$ cat src/sv/bta_pkg.sv
// Shared constants, types and state encoding for the buddy tree allocator.
// Used by every module and interface of the block; depends on nothing.
`default_nettype none

package bta_pkg;

  // Tree size and field widths.
  localparam int LEVELS     = 10;
  localparam int CMD_W      = 1;
  localparam int LVL_W      = 4;
  localparam int NODE_W     = 10;
  localparam int ADDR_W     = LEVELS;
  localparam int NODE_COUNT = 1 << LEVELS;

  // Busy bits are kept in rows of one word each.
  localparam int BIT_W  = 5;
  localparam int WORD_W = 1 << BIT_W;
  localparam int ROW_W  = ADDR_W - BIT_W;
  localparam int ROWS   = 1 << ROW_W;

  typedef logic [WORD_W-1:0] word_t;
  typedef logic [ADDR_W-1:0] addr_t;
  typedef logic [ROW_W-1:0]  row_t;
  typedef logic [BIT_W-1:0]  bitpos_t;
  typedef logic [LVL_W-1:0]  lvl_t;

  typedef enum logic [CMD_W-1:0] {
    CMD_ALLOC   = 1'b0,
    CMD_RELEASE = 1'b1
  } cmd_t;

  // One access to the busy bitmap: a read or a write of a whole row.
  typedef struct packed {
    logic  rd_en;
    row_t  rd_row;
    logic  wr_en;
    row_t  wr_row;
    word_t wr_data;
  } mem_req_t;

  // Request to the range unit: node base shifted down by sh levels, seen at one row.
  typedef struct packed {
    addr_t base;
    lvl_t  sh;
    row_t  row;
  } range_req_t;

  // Answer of the range unit: row span of the node range and the bit mask of one row.
  typedef struct packed {
    row_t  row_first;
    row_t  row_last;
    word_t mask;
  } range_t;

  typedef enum logic [3:0] {
    S_IDLE,
    S_SCAN_INIT,
    S_SCAN_RD,
    S_SCAN_CHK,
    S_ANC_RD,
    S_ANC_WR,
    S_FILL_INIT,
    S_FILL_RD,
    S_FILL_WR,
    S_UP_CHK,
    S_UP_RD,
    S_UP_TST,
    S_UP_CLR_RD,
    S_UP_CLR_WR,
    S_DONE
  } state_t;

endpackage

`default_nettype wire

$ cat src/sv/bta_req_if.sv
// Request channel of the buddy tree allocator: valid, ready and the command payload.
// Depends on bta_pkg for the field widths.
`default_nettype none

interface bta_req_if;
  logic                       valid;
  logic                       ready;
  logic [bta_pkg::CMD_W-1:0]  command;
  logic [bta_pkg::LVL_W-1:0]  alloc_level;
  logic [bta_pkg::NODE_W-1:0] release_node;

  modport source (output valid, command, alloc_level, release_node, input ready);
  modport sink   (input valid, command, alloc_level, release_node, output ready);
endinterface

`default_nettype wire

$ cat src/sv/bta_rsp_if.sv
// Response channel of the buddy tree allocator: valid, ready and the result payload.
// Depends on bta_pkg for the field widths.
`default_nettype none

interface bta_rsp_if;
  logic                       valid;
  logic                       ready;
  logic [bta_pkg::NODE_W-1:0] node;
  logic                       ok;

  modport source (output valid, node, ok, input ready);
  modport sink   (input valid, node, ok, output ready);
endinterface

`default_nettype wire

$ cat src/sv/buddy_tree_allocator.sv
// Buddy tree allocator: 1024-node busy tree kept as 32 rows of 32 bits. It handles one
// request at a time; every step reads one bitmap row and, where it marks or clears
// bits, writes it back, through the single read port of the bitmap and one shared
// range/mask unit. An allocate scans the rows at its level (up to 16 rows at the
// deepest level), marks each ancestor and then fills its subtree level by level. A
// release fills its subtree the same way and then walks upward. A new request is
// taken while the previous result still waits in the output register. No clearing
// pass is needed.
// Depends on bta_pkg, bta_req_if, bta_rsp_if, bta_range, bta_bitmap and bta_ctrl.
`default_nettype none

module buddy_tree_allocator (
  input  logic       clk,
  input  logic       rst,
  bta_req_if.sink    req,
  bta_rsp_if.source  rsp
);

  bta_pkg::mem_req_t   mreq;
  bta_pkg::word_t      rdata;
  bta_pkg::range_req_t rreq;
  bta_pkg::range_t     rng;

  // Sequencer.
  bta_ctrl u_ctrl (
    .clk   (clk),
    .rst   (rst),
    .req   (req),
    .rsp   (rsp),
    .mreq  (mreq),
    .rdata (rdata),
    .rreq  (rreq),
    .rng   (rng)
  );

  // Shared range and mask unit.
  bta_range u_range (
    .req (rreq),
    .rng (rng)
  );

  // Busy bitmap storage.
  bta_bitmap u_bitmap (
    .clk   (clk),
    .rst   (rst),
    .mreq  (mreq),
    .rdata (rdata)
  );

endmodule

`default_nettype wire

$ cat src/sv/bta_range.sv
// Range unit: turns a node and a level offset into a row span and a per-row bit mask.
// Shared by the scan, ancestor, subtree and buddy steps. Depends on bta_pkg.
`default_nettype none

module bta_range (
  input  bta_pkg::range_req_t req,
  output bta_pkg::range_t     rng
);

  bta_pkg::addr_t   first;
  bta_pkg::addr_t   last;
  bta_pkg::bitpos_t b0;
  bta_pkg::bitpos_t b1;

  // Node range at the target level: base << sh up to base << sh with all low bits set.
  always_comb begin
    first = req.base << req.sh;
    last  = first | ~(~bta_pkg::addr_t'(0) << req.sh);
  end

  // Mask of the bits of the range that fall in the selected row.
  always_comb begin
    rng.row_first = first[bta_pkg::ADDR_W-1:bta_pkg::BIT_W];
    rng.row_last  = last[bta_pkg::ADDR_W-1:bta_pkg::BIT_W];
    b0 = (req.row == rng.row_first) ? first[bta_pkg::BIT_W-1:0] : '0;
    b1 = (req.row == rng.row_last) ? last[bta_pkg::BIT_W-1:0] : '1;
    rng.mask = (~bta_pkg::word_t'(0) << b0) & (~bta_pkg::word_t'(0) >> (~b1));
  end

endmodule

`default_nettype wire

$ cat src/sv/bta_bitmap.sv
// Busy bitmap: one word per row, one registered read port and one write port.
// A row never written since reset reads as all free. Depends on bta_pkg.
`default_nettype none

module bta_bitmap (
  input  logic                clk,
  input  logic                rst,
  input  bta_pkg::mem_req_t   mreq,
  output bta_pkg::word_t      rdata
);

  bta_pkg::word_t            mem [bta_pkg::ROWS];
  logic [bta_pkg::ROWS-1:0]  row_valid;
  bta_pkg::word_t            rd_word;
  logic                      rd_valid;

  // Storage array: write and registered read.
  always_ff @(posedge clk) begin
    if (mreq.wr_en) begin
      mem[mreq.wr_row] <= mreq.wr_data;
    end
    if (mreq.rd_en) begin
      rd_word <= mem[mreq.rd_row];
    end
  end

  // Row valid bits stand in for clearing the array at reset.
  always_ff @(posedge clk) begin
    if (rst) begin
      row_valid <= '0;
      rd_valid  <= 1'b0;
    end else begin
      if (mreq.wr_en) begin
        row_valid[mreq.wr_row] <= 1'b1;
      end
      if (mreq.rd_en) begin
        rd_valid <= row_valid[mreq.rd_row];
      end
    end
  end

  assign rdata = rd_valid ? rd_word : '0;

endmodule

`default_nettype wire

$ cat src/sv/bta_ctrl.sv
// Sequencer of the buddy tree allocator: scan, ancestor marking, subtree fill and
// the upward release walk, all as read-modify-write steps on the bitmap.
// Depends on bta_pkg, bta_req_if and bta_rsp_if.
`default_nettype none

module bta_ctrl (
  input  logic                 clk,
  input  logic                 rst,
  bta_req_if.sink              req,
  bta_rsp_if.source            rsp,
  output bta_pkg::mem_req_t    mreq,
  input  bta_pkg::word_t       rdata,
  output bta_pkg::range_req_t  rreq,
  input  bta_pkg::range_t      rng
);

  // Level of a node: index of its highest set bit.
  function automatic bta_pkg::lvl_t level_of(input bta_pkg::addr_t n);
    bta_pkg::lvl_t lv;
    lv = '0;
    for (int i = 0; i < bta_pkg::ADDR_W; i++) begin
      if (n[i]) lv = bta_pkg::lvl_t'(i);
    end
    return lv;
  endfunction

  // Position of the lowest set bit of a word.
  function automatic bta_pkg::bitpos_t lowest_one(input bta_pkg::word_t w);
    bta_pkg::bitpos_t pos;
    pos = '0;
    for (int i = bta_pkg::WORD_W - 1; i >= 0; i--) begin
      if (w[i]) pos = bta_pkg::bitpos_t'(i);
    end
    return pos;
  endfunction

  bta_pkg::state_t state;
  bta_pkg::state_t state_next;

  logic           is_rel;
  bta_pkg::lvl_t  lvl;
  bta_pkg::addr_t node;
  bta_pkg::addr_t cur;
  bta_pkg::lvl_t  dsh;
  bta_pkg::row_t  r;
  bta_pkg::addr_t res_node;
  logic           res_ok;
  logic           out_valid;
  bta_pkg::addr_t out_node;
  logic           out_ok;

  logic           accept;
  logic           single;
  logic           rel_cmd;
  logic           rel_ok;
  logic           lvl_bad;
  bta_pkg::addr_t rel_addr;
  bta_pkg::word_t free_bits;
  logic           found_any;
  bta_pkg::addr_t found_node;
  logic           last_row;
  logic           last_level;
  logic           buddy_busy;
  logic           out_free;

  // Request decode and bitmap tests.
  always_comb begin
    accept     = req.valid && req.ready;
    rel_cmd    = (bta_pkg::cmd_t'(req.command) == bta_pkg::CMD_RELEASE);
    rel_addr   = bta_pkg::addr_t'(req.release_node);
    rel_ok     = (req.release_node != '0) &&
                 (req.release_node <= bta_pkg::NODE_W'(bta_pkg::NODE_COUNT - 1));
    lvl_bad    = (req.alloc_level > bta_pkg::lvl_t'(bta_pkg::LEVELS - 1));
    free_bits  = ~rdata & rng.mask;
    found_any  = |free_bits;
    found_node = {r, lowest_one(free_bits)};
    last_row   = (r == rng.row_last);
    last_level = (bta_pkg::lvl_t'(lvl + dsh) == bta_pkg::lvl_t'(bta_pkg::LEVELS - 1));
    buddy_busy = |(rdata & rng.mask);
    out_free   = !out_valid || rsp.ready;
  end

  // Next state.
  always_comb begin
    state_next = state;
    unique case (state)
      bta_pkg::S_IDLE: begin
        if (accept) begin
          if (rel_cmd) begin
            state_next = rel_ok ? bta_pkg::S_FILL_INIT : bta_pkg::S_DONE;
          end else begin
            state_next = lvl_bad ? bta_pkg::S_DONE : bta_pkg::S_SCAN_INIT;
          end
        end
      end
      bta_pkg::S_SCAN_INIT: state_next = bta_pkg::S_SCAN_RD;
      bta_pkg::S_SCAN_RD:   state_next = bta_pkg::S_SCAN_CHK;
      bta_pkg::S_SCAN_CHK: begin
        if (found_any) begin
          state_next = (lvl != '0) ? bta_pkg::S_ANC_RD : bta_pkg::S_FILL_INIT;
        end else begin
          state_next = last_row ? bta_pkg::S_DONE : bta_pkg::S_SCAN_RD;
        end
      end
      bta_pkg::S_ANC_RD: state_next = bta_pkg::S_ANC_WR;
      bta_pkg::S_ANC_WR: begin
        state_next = ((cur >> 1) == '0) ? bta_pkg::S_FILL_INIT : bta_pkg::S_ANC_RD;
      end
      bta_pkg::S_FILL_INIT: state_next = bta_pkg::S_FILL_RD;
      bta_pkg::S_FILL_RD:   state_next = bta_pkg::S_FILL_WR;
      bta_pkg::S_FILL_WR: begin
        priority if (!last_row) begin
          state_next = bta_pkg::S_FILL_RD;
        end else if (!last_level) begin
          state_next = bta_pkg::S_FILL_INIT;
        end else begin
          state_next = is_rel ? bta_pkg::S_UP_CHK : bta_pkg::S_DONE;
        end
      end
      bta_pkg::S_UP_CHK: begin
        state_next = (cur <= bta_pkg::addr_t'(1)) ? bta_pkg::S_DONE : bta_pkg::S_UP_RD;
      end
      bta_pkg::S_UP_RD: state_next = bta_pkg::S_UP_TST;
      bta_pkg::S_UP_TST: begin
        state_next = buddy_busy ? bta_pkg::S_DONE : bta_pkg::S_UP_CLR_RD;
      end
      bta_pkg::S_UP_CLR_RD: state_next = bta_pkg::S_UP_CLR_WR;
      bta_pkg::S_UP_CLR_WR: state_next = bta_pkg::S_UP_CHK;
      bta_pkg::S_DONE: begin
        if (out_free) state_next = bta_pkg::S_IDLE;
      end
      default: state_next = bta_pkg::S_IDLE;
    endcase
  end

  // Outputs: range unit operand, bitmap access and handshake.
  always_comb begin
    req.ready    = (state == bta_pkg::S_IDLE);
    rreq.base    = node;
    rreq.sh      = '0;
    single       = 1'b1;
    mreq.rd_en   = 1'b0;
    mreq.wr_en   = 1'b0;
    mreq.wr_data = rdata;
    unique case (state)
      bta_pkg::S_SCAN_INIT, bta_pkg::S_SCAN_RD, bta_pkg::S_SCAN_CHK: begin
        rreq.base  = bta_pkg::addr_t'(1);
        rreq.sh    = lvl;
        single     = 1'b0;
        mreq.rd_en = (state == bta_pkg::S_SCAN_RD);
      end
      bta_pkg::S_ANC_RD, bta_pkg::S_ANC_WR: begin
        rreq.base    = cur;
        mreq.rd_en   = (state == bta_pkg::S_ANC_RD);
        mreq.wr_en   = (state == bta_pkg::S_ANC_WR);
        mreq.wr_data = rdata | rng.mask;
      end
      bta_pkg::S_FILL_INIT, bta_pkg::S_FILL_RD, bta_pkg::S_FILL_WR: begin
        rreq.base    = node;
        rreq.sh      = dsh;
        single       = 1'b0;
        mreq.rd_en   = (state == bta_pkg::S_FILL_RD);
        mreq.wr_en   = (state == bta_pkg::S_FILL_WR);
        mreq.wr_data = is_rel ? (rdata & ~rng.mask) : (rdata | rng.mask);
      end
      bta_pkg::S_UP_RD, bta_pkg::S_UP_TST: begin
        rreq.base  = cur ^ bta_pkg::addr_t'(1);
        mreq.rd_en = (state == bta_pkg::S_UP_RD);
      end
      bta_pkg::S_UP_CLR_RD, bta_pkg::S_UP_CLR_WR: begin
        rreq.base    = cur;
        mreq.rd_en   = (state == bta_pkg::S_UP_CLR_RD);
        mreq.wr_en   = (state == bta_pkg::S_UP_CLR_WR);
        mreq.wr_data = rdata & ~rng.mask;
      end
      default: begin
        rreq.base = node;
      end
    endcase
    // A single node sits in the row given by the upper bits of its number.
    rreq.row    = single ? rreq.base[bta_pkg::ADDR_W-1:bta_pkg::BIT_W] : r;
    mreq.rd_row = rreq.row;
    mreq.wr_row = rreq.row;
  end

  assign rsp.valid = out_valid;
  assign rsp.node  = bta_pkg::NODE_W'(out_node);
  assign rsp.ok    = out_ok;

  // Control state.
  always_ff @(posedge clk) begin
    if (rst) begin
      state     <= bta_pkg::S_IDLE;
      out_valid <= 1'b0;
    end else begin
      state <= state_next;
      if (state == bta_pkg::S_DONE && out_free) begin
        out_valid <= 1'b1;
      end else if (rsp.ready) begin
        out_valid <= 1'b0;
      end
    end
  end

  // Working registers of the current request.
  always_ff @(posedge clk) begin
    unique case (state)
      bta_pkg::S_IDLE: begin
        if (accept) begin
          is_rel   <= rel_cmd;
          lvl      <= rel_cmd ? level_of(rel_addr) : req.alloc_level;
          node     <= rel_addr;
          cur      <= rel_addr;
          dsh      <= '0;
          res_node <= (rel_cmd && rel_ok) ? rel_addr : '0;
          res_ok   <= rel_cmd && rel_ok;
        end
      end
      bta_pkg::S_SCAN_INIT, bta_pkg::S_FILL_INIT: begin
        r <= rng.row_first;
      end
      bta_pkg::S_SCAN_CHK: begin
        if (found_any) begin
          node     <= found_node;
          cur      <= found_node >> 1;
          res_node <= found_node;
          res_ok   <= 1'b1;
        end else begin
          r <= r + bta_pkg::row_t'(1);
        end
      end
      bta_pkg::S_ANC_WR: begin
        cur <= cur >> 1;
      end
      bta_pkg::S_FILL_WR: begin
        if (!last_row) begin
          r <= r + bta_pkg::row_t'(1);
        end else begin
          dsh <= dsh + bta_pkg::lvl_t'(1);
        end
      end
      bta_pkg::S_UP_TST: begin
        if (!buddy_busy) cur <= cur >> 1;
      end
      bta_pkg::S_DONE: begin
        if (out_free) begin
          out_node <= res_node;
          out_ok   <= res_ok;
        end
      end
      default: begin
      end
    endcase
  end

  // A bitmap write always completes a read of the cycle before.
  ap_wr_after_rd: assert property (@(posedge clk) disable iff (rst)
    mreq.wr_en |-> $past(mreq.rd_en))
    else $error("bitmap write without a preceding read");

  // A failed request reports node zero.
  ap_fail_node: assert property (@(posedge clk) disable iff (rst)
    (rsp.valid && !rsp.ok) |-> (rsp.node == '0))
    else $error("failed request reports a nonzero node");

  // A successful request reports a real node.
  ap_ok_node: assert property (@(posedge clk) disable iff (rst)
    (rsp.valid && rsp.ok) |-> (rsp.node != '0))
    else $error("successful request reports node zero");

  // An accepted request always leaves the idle state.
  ap_accept_busy: assert property (@(posedge clk) disable iff (rst)
    accept |=> (state != bta_pkg::S_IDLE))
    else $error("request transfer left the sequencer idle");

endmodule

`default_nettype wire
$ cat src/flat_wrapper.sv
// flat-port wrapper written by rule: the top's interface ports become plain ports
module buddy_tree_allocator_flat 
  (clk, rst, req_valid, req_command, req_alloc_level, req_release_node, req_ready, rsp_valid, rsp_node, rsp_ok, rsp_ready);
  bta_req_if req_i ();
  bta_rsp_if rsp_i ();
  input  logic clk;
  input  logic rst;
  input wire logic [$bits(req_i.valid)-1:0] req_valid;
  input wire logic [$bits(req_i.command)-1:0] req_command;
  input wire logic [$bits(req_i.alloc_level)-1:0] req_alloc_level;
  input wire logic [$bits(req_i.release_node)-1:0] req_release_node;
  output wire logic [$bits(req_i.ready)-1:0] req_ready;
  output wire logic [$bits(rsp_i.valid)-1:0] rsp_valid;
  output wire logic [$bits(rsp_i.node)-1:0] rsp_node;
  output wire logic [$bits(rsp_i.ok)-1:0] rsp_ok;
  input wire logic [$bits(rsp_i.ready)-1:0] rsp_ready;
  assign req_i.valid = req_valid;
  assign req_i.command = req_command;
  assign req_i.alloc_level = req_alloc_level;
  assign req_i.release_node = req_release_node;
  assign req_ready = req_i.ready;
  assign rsp_valid = rsp_i.valid;
  assign rsp_node = rsp_i.node;
  assign rsp_ok = rsp_i.ok;
  assign rsp_i.ready = rsp_ready;
  buddy_tree_allocator u_core (.clk(clk), .rst(rst), .req(req_i), .rsp(rsp_i));
endmodule
$ cat config.mk
export PLATFORM = sky130hd
export DESIGN_NAME = buddy_tree_allocator_flat
export DESIGN_NICKNAME = d
export VERILOG_FILES = /design/src/sv/bta_pkg.sv /design/src/sv/bta_req_if.sv /design/src/sv/bta_rsp_if.sv /design/src/sv/buddy_tree_allocator.sv /design/src/sv/bta_range.sv /design/src/sv/bta_bitmap.sv /design/src/sv/bta_ctrl.sv /design/src/flat_wrapper.sv
export SDC_FILE = /design/constraint.sdc
export NUM_CORES = 1
export LEC_CHECK = 0
export BUFFER_PORTS_ARGS = -buffer_cell sky130_fd_sc_hd__buf_2
export CAP_MARGIN = 0
export CORE_ASPECT_RATIO = 1.4
export CORE_MARGIN = 4
export CORE_UTILIZATION = 47
export CTS_CLUSTER_SIZE = 14
export DETAILED_ROUTE_END_ITERATION = 12
export PLACE_DENSITY = 0.64
export SLEW_MARGIN = 10
export SYNTH_ARGS = -nofsm -noshare
export SYNTH_HDL_FRONTEND = slang
export SYNTH_SLANG_ARGS = --single-unit
$ cat constraint.sdc
create_clock -name clk -period 7.9 [get_ports clk]
set_input_delay 1.185 -clock clk [delete_from_list [all_inputs] [get_ports clk]]
set_output_delay 1.185 -clock clk [all_outputs]
set_load 0.01 [all_outputs]
==> run_results.csv <==
group,metric,value,unit
floorplan,coreArea,0.100,sq mm
hold_path,holdPathStages,0,
clock_tree,ctsResizeCount,0,
sta,tightest_slew,1.26,ns
sta,hold_viol,0,
floorplan,die_h,384,um
clock_tree,clk_pin_slew_worst_paths,0.06,ns
yosys,synth_area,0.0476,sq mm
yosys,yosysTopAreaCellShare,70.2,%
drt,vias,27700,
yosys,yosysMostFrequentCell,"edfxtp_1",
sta,finalCritPeriodShare,86.7,%
hold_path,holdCritStartpoint,"u_core.u_ctrl.res_node[8]",
floorplan,num_io_pins,32,
global_routing,grt_pass1_wl,205,mm
critical_path,startpoint_type,"register",
critical_path,cp.arrival,7.28,ns
global_routing,antenna_found_initial,1,
yosys,ys_ff_latch,1150,
clock_tree,cts_setup_buffers,0,
yosys,ys_warn_count,0,
sta,drv_slew,0,
floorplan,start_util,47.5,%
clock_tree,ctsHoldBuffers,0,
global_routing,grt_start_max_net_pins,135,
critical_path,reg2reg_from,"u_core.u_ctrl.state[1]",
placed_design,dp_slack,1.15,ns
drt,wirelength,144,mm
placed_design,dpl.hpwl,88.1,mm
sta,worst_clock_skew,0.0459,ns
floorplan,die_w,277,um
sta,setup_viol,0,
critical_path,r2r-end,"u_core.u_ctrl.node[5]",
yosys,syn_inst,2653,
placed_design,gp_congestion,0.956,
yosys,async_flop_share,0,%
drt,drtIter0Drc,3475,
drt,wl_per_cell,34.6,um
critical_path,reg2reg_slack,1.05,ns
sta,setup_slack,1.05,ns
sta,fmax,146,MHz
final_layout,drive_gt1_share,23.9,%
clock_tree,clk_path_buf_depth,3,
yosys,seq_area_frac_synth,71.8,%
yosys,yosysTopAreaCell,"edfxtp_1",
yosys,synth_flop_cell,"edfxtp_1",
sta,rsz0062_at_grt,"no",
final_layout,final_net_count,2794,
clock_tree,cts_buffers,104,
critical_path,reg2reg_depth,16,
sta,finalSetupTns,0,ns
yosys,yosys-top-cells-count,"1112 x edfxtp_1, 264 x mux4_2, 181 x nor2_1",
status,outcome,"completed",
drt,drc,0,
clock_tree,cts_sinks,1150,
drt,vias_per_cell,6.63,
hold_path,hp-class,"reg2reg",
critical_path,path_class,"reg2reg",
yosys,ys_types,92,
yosys,synth_top_cells_by_area,"edfxtp_1 70%, mux4_2 12%, a22oi_1 2.7%",
global_routing,grt_pass1_vias,27700,
sta,period_minus_slack,6.85,ns
critical_path,end_kind,"register",
final_layout,syn2layout_area_growth,12.6,%
clock_tree,cts_tree,"built",
sta,relSlewSlack,16.1,%
drt,ant_nets,0,
clock_tree,insertion_delay,0.73,ns
hold_path,min_to,"u_core.u_ctrl.rsp.node[8]",
yosys,syn-num-nets,2678,
critical_path,crit_path_max_fanout,21,
drt,first_pass_iters,8,
flow_run,cap_viol_max_count,0,
placed_design,portBuffers,31,
critical_path,required,8.33,ns
floorplan,die-area,0.106,sq mm
yosys,synth_area_per_cell,17.9,sq um
clock_tree,h-tree-depth,3,
yosys,synth_edf_count,1112,
global_routing,grt-ovfl-total,0,
clock_tree,root_buffer,"clkbuf_16",
global_routing,track_usage,26.9,%
floorplan,rows,137,
-- cell families (layout without fill, tap and decap cells) --
logic type,Yosys count,after routing,share of synthesized area (%)
muxes,302,302,13.4
DFF,1150,1150,71.8
adders and majority gates,6,6,0.174
AOI/OAI and AO/OA,500,500,7.68
other,0,1,0
xor gates and xnor gates,20,20,0.368
and+or+nand+nor,499,499,5.14
buffers and inverters,176,370,1.49
-- critical path: stages (launching register included) --
cell and delay, ns:
dfxtp_2 0.44, nor4b_4 0.79, a221oi_2 0.28, buf_4 0.25, nor3_1 0.47, nor2_1 0.19, a2111oi_2 0.65, a21oi_1 0.28
xnor2_1 0.25, nor3_4 0.82, a22oi_1 0.42, a21o_1 0.27, or4b_1 0.53, nor4_4 0.30, a21oi_1 0.14, or2_1 0.24
buf_4 0.23
-- metal layers --
layer | global-route usage (%) | part of all wire, % | wire length, um
met4 | 11.9 | 5.1 | 7300
met2 | 46.6 | 51 | 74200
met3 | 3.70 | 6.8 | 9770
met1 | 34.2 | 37 | 53000
met5 | 0 | 0 | 0
-- worst max path at each step --
stage | startpoint | endpoint | depth (start not counted)
after global routing | u_core.u_ctrl.state[1] | u_core.u_ctrl.res_node[5] | 15
after global placement | u_core.u_ctrl.state[2] | u_core.u_ctrl.res_node[4] | 15
after CTS | u_core.u_ctrl.state[2] | u_core.u_ctrl.node[5] | 15
after floorplan | u_core.u_ctrl.state[1] | u_core.u_ctrl.cur[0] | 18
final | u_core.u_ctrl.state[1] | u_core.u_ctrl.node[5] | 16
after detailed placement | u_core.u_ctrl.state[2] | u_core.u_ctrl.res_node[5] | 15
-- state kept, by name, indices dropped and copies added (netlist names), 4 cells and up --
name / cells
u_core.u_ctrl.res_node: 10
u_core.u_ctrl.lvl: 4
u_core.u_bitmap.mem: 1024
u_core.u_bitmap.row_valid: 32
u_core.u_bitmap.rd_word: 32
u_core.u_ctrl.dsh: 4
u_core.u_ctrl.state: 4
u_core.u_ctrl.rsp.node: 10
u_core.u_ctrl.r: 5
u_core.u_ctrl.node: 10
u_core.u_ctrl.cur: 10
-- final cells by class --
cell class                 instances  area, sq um
antenna                            1         2.50
clock buffer                     130         2760
clock inverter                    54          443
fill                            7793        46600
inverter                          33          124
multi-input combinational       1327        13300
sequential                      1150        34200
tap                             1320         1650
timing repair buffer             153         1140
-- cells in the final DEF (no fill, tap or decap), types with 28 or more instances in the layout --
cell type,n
nand3_1,35
inv_1,33
clkbuf_16,107
a21oi_1,66
edfxtp_1,1112
nor2_4,33
a22oi_1,168
nor2_1,149
nand4_1,45
buf_2,31
dfxtp_1,35
nor3_1,28
nand2_1,103
buf_4,116
o21ai_0,43
mux4_2,264
-- through the flow --
| step | utilization (%) | instance area [sq um] | hold WS [ns] | cells |
|---|---|---|---|---|
| after floorplan | - | 47600 | 0.400 | 2653 |
| after global placement | 50.2 | 50200 | 0.405 | 3980 |
| after detailed placement | 50.2 | 50200 | 0.409 | 3981 |
| after CTS | 53.4 | 53400 | 0.430 | 4165 |
| after global routing | 53.5 | 53600 | 0.432 | 4168 |
| final | 53.5 | 53600 | 0.427 | 4168 |
Power is not shown: default switching activity piles up to over one toggle a cycle in this logic, so the estimate is an artifact.
